## config.mk

```make
export PLATFORM = sky130hd
export DESIGN_NAME = sbd_decode
export DESIGN_NICKNAME = d
export VERILOG_FILES = /design/src/hw/rtl/assert_macros.svh /design/src/hw/rtl/sbd_pkg.sv /design/src/hw/rtl/sbd_decode.sv
export SDC_FILE = /design/constraint.sdc
export NUM_CORES = 1
export LEC_CHECK = 0
export ABC_AREA = 1
export BUFFER_PORTS_ARGS = -buffer_cell sky130_fd_sc_hd__buf_2
export CORE_MARGIN = 5
export CORE_UTILIZATION = 33
export DETAILED_ROUTE_END_ITERATION = 10
export PLACE_DENSITY = 0.81
export SYNTH_ARGS = -nofsm -noshare
export SYNTH_HDL_FRONTEND = slang
export SYNTH_SLANG_ARGS = --single-unit
```

## constraint.sdc

```tcl
create_clock -name vclk -period 0.81
set_clock_uncertainty 0.1 [all_clocks]
set_input_delay 0.081 -clock vclk [all_inputs]
set_output_delay 0.081 -clock vclk [all_outputs]
set_load 0.1 [all_outputs]
```

## src/hw/rtl/assert_macros.svh

```systemverilog
// ----------------------------------------------------------------------------
// assertion macros
// concurrent checks that can be compiled out with ASSERT_OFF
// ----------------------------------------------------------------------------
`ifndef ASSERT_MACROS_SVH
`define ASSERT_MACROS_SVH

`ifndef ASSERT_OFF

`define ASSERT_IMPLIES(label, clk, rst, ante, cons) \
   label: assert property (@(posedge clk) disable iff (rst) (ante) |-> (cons)) \
      else $error("assertion failed");

`define ASSERT_NEXT(label, clk, rst, ante, cons) \
   label: assert property (@(posedge clk) disable iff (rst) (ante) |=> (cons)) \
      else $error("assertion failed");

`else

`define ASSERT_IMPLIES(label, clk, rst, ante, cons)

`define ASSERT_NEXT(label, clk, rst, ante, cons)

`endif

`endif

```

## src/hw/rtl/sbd_pkg.sv

```systemverilog
// ----------------------------------------------------------------------------
// sbd_pkg
// shared types, address map and helpers of the sub-cpu bus decoder
// ----------------------------------------------------------------------------
package sbd_pkg;

   localparam int unsigned PROGRAM_WORDS_DEF = 262144;
   localparam int unsigned SHARED_WORDS_DEF  = 131072;
   localparam int unsigned IRQ_LEVELS_DEF    = 6;
   localparam int unsigned CPU_CLOCK_DIV_DEF = 4;
   localparam int unsigned SAMPLE_DIV_DEF    = 384;

   localparam int unsigned PROG_IDX_W   = 18;
   localparam int unsigned SHARED_IDX_W = 17;

   // word addresses of the gate-array registers
   localparam logic [22:0] WA_MODE   = 23'(24'hFF8002 >> 1);
   localparam logic [22:0] WA_ID     = 23'(24'hFF8004 >> 1);
   localparam logic [22:0] WA_FLAG   = 23'(24'hFF800E >> 1);
   localparam logic [22:0] WA_TIMER  = 23'(24'hFF8030 >> 1);
   localparam logic [22:0] WA_IRQ    = 23'(24'hFF8032 >> 1);
   localparam logic [22:0] WA_TRACE  = 23'(24'hFF8066 >> 1);
   localparam logic [19:0] WA_CMD_HI    = 20'(24'hFF8010 >> 4);
   localparam logic [19:0] WA_STATUS_HI = 20'(24'hFF8020 >> 4);

   localparam logic [15:0] ID_WORD  = 16'h4000;
   localparam logic [18:0] TIMER_MAX = 19'h7FFFF;

   typedef enum logic [2:0] {
      OP_SUB_READ     = 3'd0,
      OP_SUB_WRITE    = 3'd1,
      OP_MAIN_CMD     = 3'd2,
      OP_MAIN_RELEASE = 3'd3,
      OP_MAIN_FLAG    = 3'd4
   } op_type;

   typedef enum logic [3:0] {
      REG_NONE,
      REG_MODE,
      REG_ID,
      REG_FLAG,
      REG_CMD,
      REG_STATUS,
      REG_TIMER,
      REG_IRQ,
      REG_TRACE
   } reg_sel_type;

   typedef struct packed {
      logic half_bank;
      logic released;
      logic ret;
   } mode_type;

   typedef struct packed {
      logic                    prog_en;
      logic                    shared_en;
      logic                    write;
      logic [PROG_IDX_W-1:0]   prog_index;
      logic [SHARED_IDX_W-1:0] shared_index;
      reg_sel_type             reg_sel;
      logic [2:0]              reg_index;
   } decode_type;

   // remainder of an 18-bit index by a modulus of at least 1024
   function automatic logic [17:0] fold_index(input logic [17:0] value,
                                              input logic [18:0] modulus);
      logic [25:0] rem;
      logic [25:0] step;
      rem = 26'(value);
      for (int k = 7; k >= 0; k--) begin
         step = 26'(modulus) << k;
         if (rem >= step) begin
            rem = rem - step;
         end
      end
      return rem[17:0];
   endfunction

endpackage

```

## src/hw/rtl/sbd_decode.sv

```systemverilog
// ----------------------------------------------------------------------------
// sbd_decode
// address decode of one bus beat into memory index and register select
// ----------------------------------------------------------------------------
module sbd_decode import sbd_pkg::*; #(
   parameter int unsigned PROGRAM_WORDS = PROGRAM_WORDS_DEF,
   parameter int unsigned SHARED_WORDS  = SHARED_WORDS_DEF
) (
   input  op_type      opcode,
   input  logic [22:0] word_address,
   input  mode_type    mode,
   output decode_type  dec
);

   logic mem_op;
   logic prog_hit;
   logic whole_hit;
   logic half_hit;
   logic [SHARED_IDX_W-1:0] shared_raw;
   logic [17:0] shared_fold;

   assign mem_op    = (opcode == OP_SUB_READ) || (opcode == OP_SUB_WRITE);
   assign prog_hit  = (word_address[22:18] == 5'b00000);
   assign whole_hit = (word_address[22:17] == 6'b000010);
   assign half_hit  = (word_address[22:16] == 7'b0000110);

   assign shared_raw  = mode.half_bank ? {word_address[15:0], ~mode.ret}
                                       : word_address[16:0];
   assign shared_fold = fold_index({1'b0, shared_raw}, 19'(SHARED_WORDS));

   always_comb begin
      dec.prog_en      = mem_op && prog_hit;
      dec.shared_en    = mem_op && ((whole_hit && !mode.half_bank && mode.released) ||
                                    (half_hit && mode.half_bank));
      dec.write        = (opcode == OP_SUB_WRITE);
      dec.prog_index   = fold_index(word_address[17:0], 19'(PROGRAM_WORDS));
      dec.shared_index = shared_fold[SHARED_IDX_W-1:0];
      dec.reg_index    = word_address[2:0];
      if (word_address == WA_MODE) begin
         dec.reg_sel = REG_MODE;
      end else if (word_address == WA_ID) begin
         dec.reg_sel = REG_ID;
      end else if (word_address == WA_FLAG) begin
         dec.reg_sel = REG_FLAG;
      end else if (word_address[22:3] == WA_CMD_HI) begin
         dec.reg_sel = REG_CMD;
      end else if (word_address[22:3] == WA_STATUS_HI) begin
         dec.reg_sel = REG_STATUS;
      end else if (word_address == WA_TIMER) begin
         dec.reg_sel = REG_TIMER;
      end else if (word_address == WA_IRQ) begin
         dec.reg_sel = REG_IRQ;
      end else if (word_address == WA_TRACE) begin
         dec.reg_sel = REG_TRACE;
      end else begin
         dec.reg_sel = REG_NONE;
      end
   end

endmodule

```

==> metrics.md, run 1 <==
| Metric | Value |
|---|---|
| Yosys warns | `0` |
| # port buffers | `between 70 and 80` |
| Cells after synthesis | `around 140` |
| Die H | `55.0 um` |
| Final Wtd Congestion | `0.870` |
| Mean post-synth cell area | `4.83 sq um` |
| Die W | `55.0 um` |
| Register area share after synthesis | `0%` |
| Stopping stage | `detailed placement` |
| Initial Utilization | `34.3%` |
| Cell area after synthesis | `~670 sq um` |
| Ports | `74` |
| Row cnt | `16` |
| Error message | `[ERROR DPL-0038] Utilization greater than 100%, impossible to legalize` |
| Syn_nets | `167` |
| Synth unique cells | `15` |
| Status | `stopped before the end` |
## metrics by stage
stage,instance area [sq um],instances,hold WS (ns)
floorplan,970,138,0.169
global placement,2170,257,0.388
## cells by family after synthesis
group,after synthesis,share of synthesized area [%]
buffers and inverters,45,37.5
AOI/OAI and AO/OA,21,16.1
and+or+nand+nor,72,46.3
## synth_stat cells
cell type / count / area [sq um]
clkbuf_1: 1 / 3.75
nand3_1: 8 / 40.0
o21ai_0: 19 / 95.1
nand4_1: 3 / 18.8
nand2_1: 42 / 158
a211oi_1: 1 / 7.51
nor3_1: 1 / 5.00
buf_2: 2 / 10.0
nor2_1: 15 / 56.3
nor2_4: 1 / 11.3
nor3b_2: 1 / 12.5
inv_1: 21 / 78.8
nor3b_1: 1 / 7.51
buf_4: 21 / 158
o21ai_1: 1 / 5.00
==> run 2: changes to the inputs <==
--- a/config.mk
+++ b/config.mk
@@ -7,10 +7,10 @@
 export LEC_CHECK = 0
 export ABC_AREA = 1
 export BUFFER_PORTS_ARGS = -buffer_cell sky130_fd_sc_hd__buf_2
-export CORE_MARGIN = 5
-export CORE_UTILIZATION = 33
+export CORE_AREA = 5 5 66 68
 export DETAILED_ROUTE_END_ITERATION = 10
-export PLACE_DENSITY = 0.81
+export DIE_AREA = 0 0 71 73
+export PLACE_DENSITY_LB_ADDON = 0.15
 export SYNTH_ARGS = -nofsm -noshare
 export SYNTH_HDL_FRONTEND = slang
 export SYNTH_SLANG_ARGS = --single-unit
==> constraint.sdc (replaced) <==
create_clock -name vclk -period 1.05
set_clock_uncertainty 0.1 [all_clocks]
set_input_delay 0.105 -clock vclk [all_inputs]
set_output_delay 0.105 -clock vclk [all_outputs]
set_load 0.1 [all_outputs]
==> metrics.md, run 2 <==
| Metric | Value |
|---|---|
| Worst slew pin tran | `0.315 ns` |
| Core area | `3800 sq um` |
| Sw frac | `62.2%` |
| Top cells by area, synth | `buf_4 (24%), nand2_1 (24%), o21ai_0 (14%), inv_1 (12%), nor2_1 (8.4%)` |
| CP Capture Type | `output pin` |
| Post-synth top area share | `23.6% (unchanged)` |
| CP startpoint kind | `input pin` |
| Synth unique cells | `15 (unchanged)` |
| Crit Path Class | `input pin to output pin` |
| WL final | `3.20 mm` |
| Sw power | `about 1000 uW` |
| Max-cap violations | `0` |
| Number of nets with antenna violations after routing | `0` |
| Die H | `73 um (+33%)` |
| Max-slew violations | `0` |
| Most common cell after layout, fill and taps aside | `buf_12` |
| Fin crit period | `1.31 ns` |
| # port buffers | `74 (unchanged)` |
| Final cycle utilization of the critical path | `125%` |
| FF+latch area | `0 sq um` |
| Detailed placement HPWL | `around 2.7 mm` |
| DR vias | `1160` |
| Post-route core utilization | `63.0%` |
| Antenna violations before repair | `0` |
| Clock power frac | `0%` |
| DRC viols | `0` |
| Setup WS post-layout | `-0.258 ns` |
| Worst hold path class | `input pin to output pin` |
| Non-filler cells in the finished layout | `283` |
| Syn_nets | `167 (unchanged)` |
| Hold Worst Slack | `~0.36 ns` |
| Die ar. | `5180 sq um` |
| Post-Place Worst Slack | `-0.358 ns` |
| Final Hold Viols | `0` |
| Crit path max fanout | `7` |
| Placed Instances | `278` |
| Cell area after synthesis | `667 sq um (unchanged)` |
| Register area share after synthesis | `0% (unchanged)` |
| Worst path required time | `0.84 ns` |
| Cells after synthesis | `138 (unchanged)` |
| Mean post-synth cell area | `4.83 sq um (unchanged)` |
| Number of iterations in the first detailed-routing pass | `4` |
| Synth top cells by count | `nand2_1 (42), buf_4 (21), inv_1 (21)` |
| VDD IR-drop max | `0.000356 V` |
| Status | `finished, violations left` |
| Vias in the first global route | `1169` |
| Failing checks | `setup timing` |
| Hold EP | `dec[35]` |
| Leading cell type by number of instances after synthesis | `nand2_1` |
| Final Wtd Congestion | `0.775 (-11%)` |
| Area after DPL | `2180 sq um` |
| First-pass GRT wire length | `5.21 mm` |
| Initial drt markers | `46` |
| RSZ-0062 raised after global routing | `true` |
| Final setup fails | `6` |
| Max transition margin | `roughly four fifths` |
| Final instance area | `2390 sq um` |
| WHS Path Cells | `2` |
| Share of layout cells above drive strength 1 | `73.8%` |
| Largest net degree at the start of global routing | `22` |
| Die W | `71 um (+29%)` |
| Mean number of vias per cell | `4.10` |
| Gr usage total | `11.9%` |
| Diode count | `0` |
| Most frequent cells in the layout | `buf_12 (47), buf_4 (40), nand2_1 (32), buf_2 (20), o21ai_4 (14)` |
| FFs & Latches | `0` |
| Max Freq | `about 760 MHz` |
| Row cnt | `23 (+7)` |
| Lkg Pwr | `between 0.001 and 0.0015 uW` |
| Combinational power share | `100.0%` |
| Post-DR wirelength/cell | `11.3 um` |
| Ports | `74 (unchanged)` |
| Area growth from synthesis to final layout | `259%` |
| Pwr per Cell Area | `705 nW/um^2` |
| Final nets | `roughly 260` |
| Critical Path AT | `between 1 and 1.5 ns` |
| Clock buffers | `0` |
| P_int | `~640 uW` |
| Synth area leader | `buf_4` |
| Initial Utilization | `17.6% (-17 points)` |
| Seq pwr share | `0%` |
| GR Overflow Total | `0` |
| Worst hold path startpoint | `word_address[11]` |
| Yosys warns | `0 (unchanged)` |
==> run 2: critical path: stages <==
cell and delay (ns):
buf_8 0.10, inv_2 0.05, nand2_1 0.05, nor2_1 0.10, nand2_2 0.08, nor2_4 0.16, nor3b_4 0.25, buf_12 0.20
==> run 2: routing by layer <==
layer,vias to the layer above,wire length (um),track usage (%)
met1,521,1130,13.2
met5,-,0,0
met4,0,0,1.25
li1,606,-,-
met3,0,221,2.34
met2,33,1850,23.9
==> run 2: per-stage QoR <==
step	total power [uW]	TNS [ns]
5_1_grt	1750	-1.68
2_1_floorplan	989	-3.03
6_report	1690	-1.15
4_1_cts	1660	-1.36
3_5_place_dp	1610	-2.23
3_3_place_gp	1600	-2.20
==> run 2: power groups by stage <==
stage                     Sequential, uW  Combinational [uW]  Clock (uW)
final                                  0                1690           0
after global routing                   0                1750           0
after CTS                              0                1660           0
after detailed placement               0                1610           0
after global placement                 0                1600           0
after floorplan                        0                 989           0
==> run 2: layout make-up <==
type	instances	area [sq um]
Tap cell	50	62.6
Multi-Input combinational cell	93	734
Timing Repair Buffer	119	1490
Inverter	21	108
Fill cell	323	1410
==> run 2: worst max path at each step <==
stage                      from      to  slack [ns]  cells past startpoint
2_1_floorplan   word_address[8]  dec[6]       -0.51                      6
3_3_place_gp    word_address[8]  dec[6]       -0.35                      8
3_5_place_dp    word_address[8]  dec[5]       -0.36                      9
4_1_cts        word_address[13]  dec[6]       -0.33                      8
5_1_grt         word_address[9]  dec[6]       -0.35                      8
6_report       word_address[11]  dec[6]       -0.26                      8
==> run 2: logic make-up (layout without fill, tap and decap cells) <==
family / count (synthesis) / in the layout / synth area share (%)
and+or+nand+nor: 72 / 72 / 46.3
AOI/OAI and AO/OA: 21 / 21 / 16.1
buffers and inverters: 45 / 140 / 37.5
==> run 2: repair_timing <==
action,CTS,global route
pin swaps,15,13
gates resized for setup,27,23
buffers inserted,10,1
endpoints found under the setup margin,23,15
hold buffers,0,0
No activity file was read; power rests on OpenSTA's default activity.
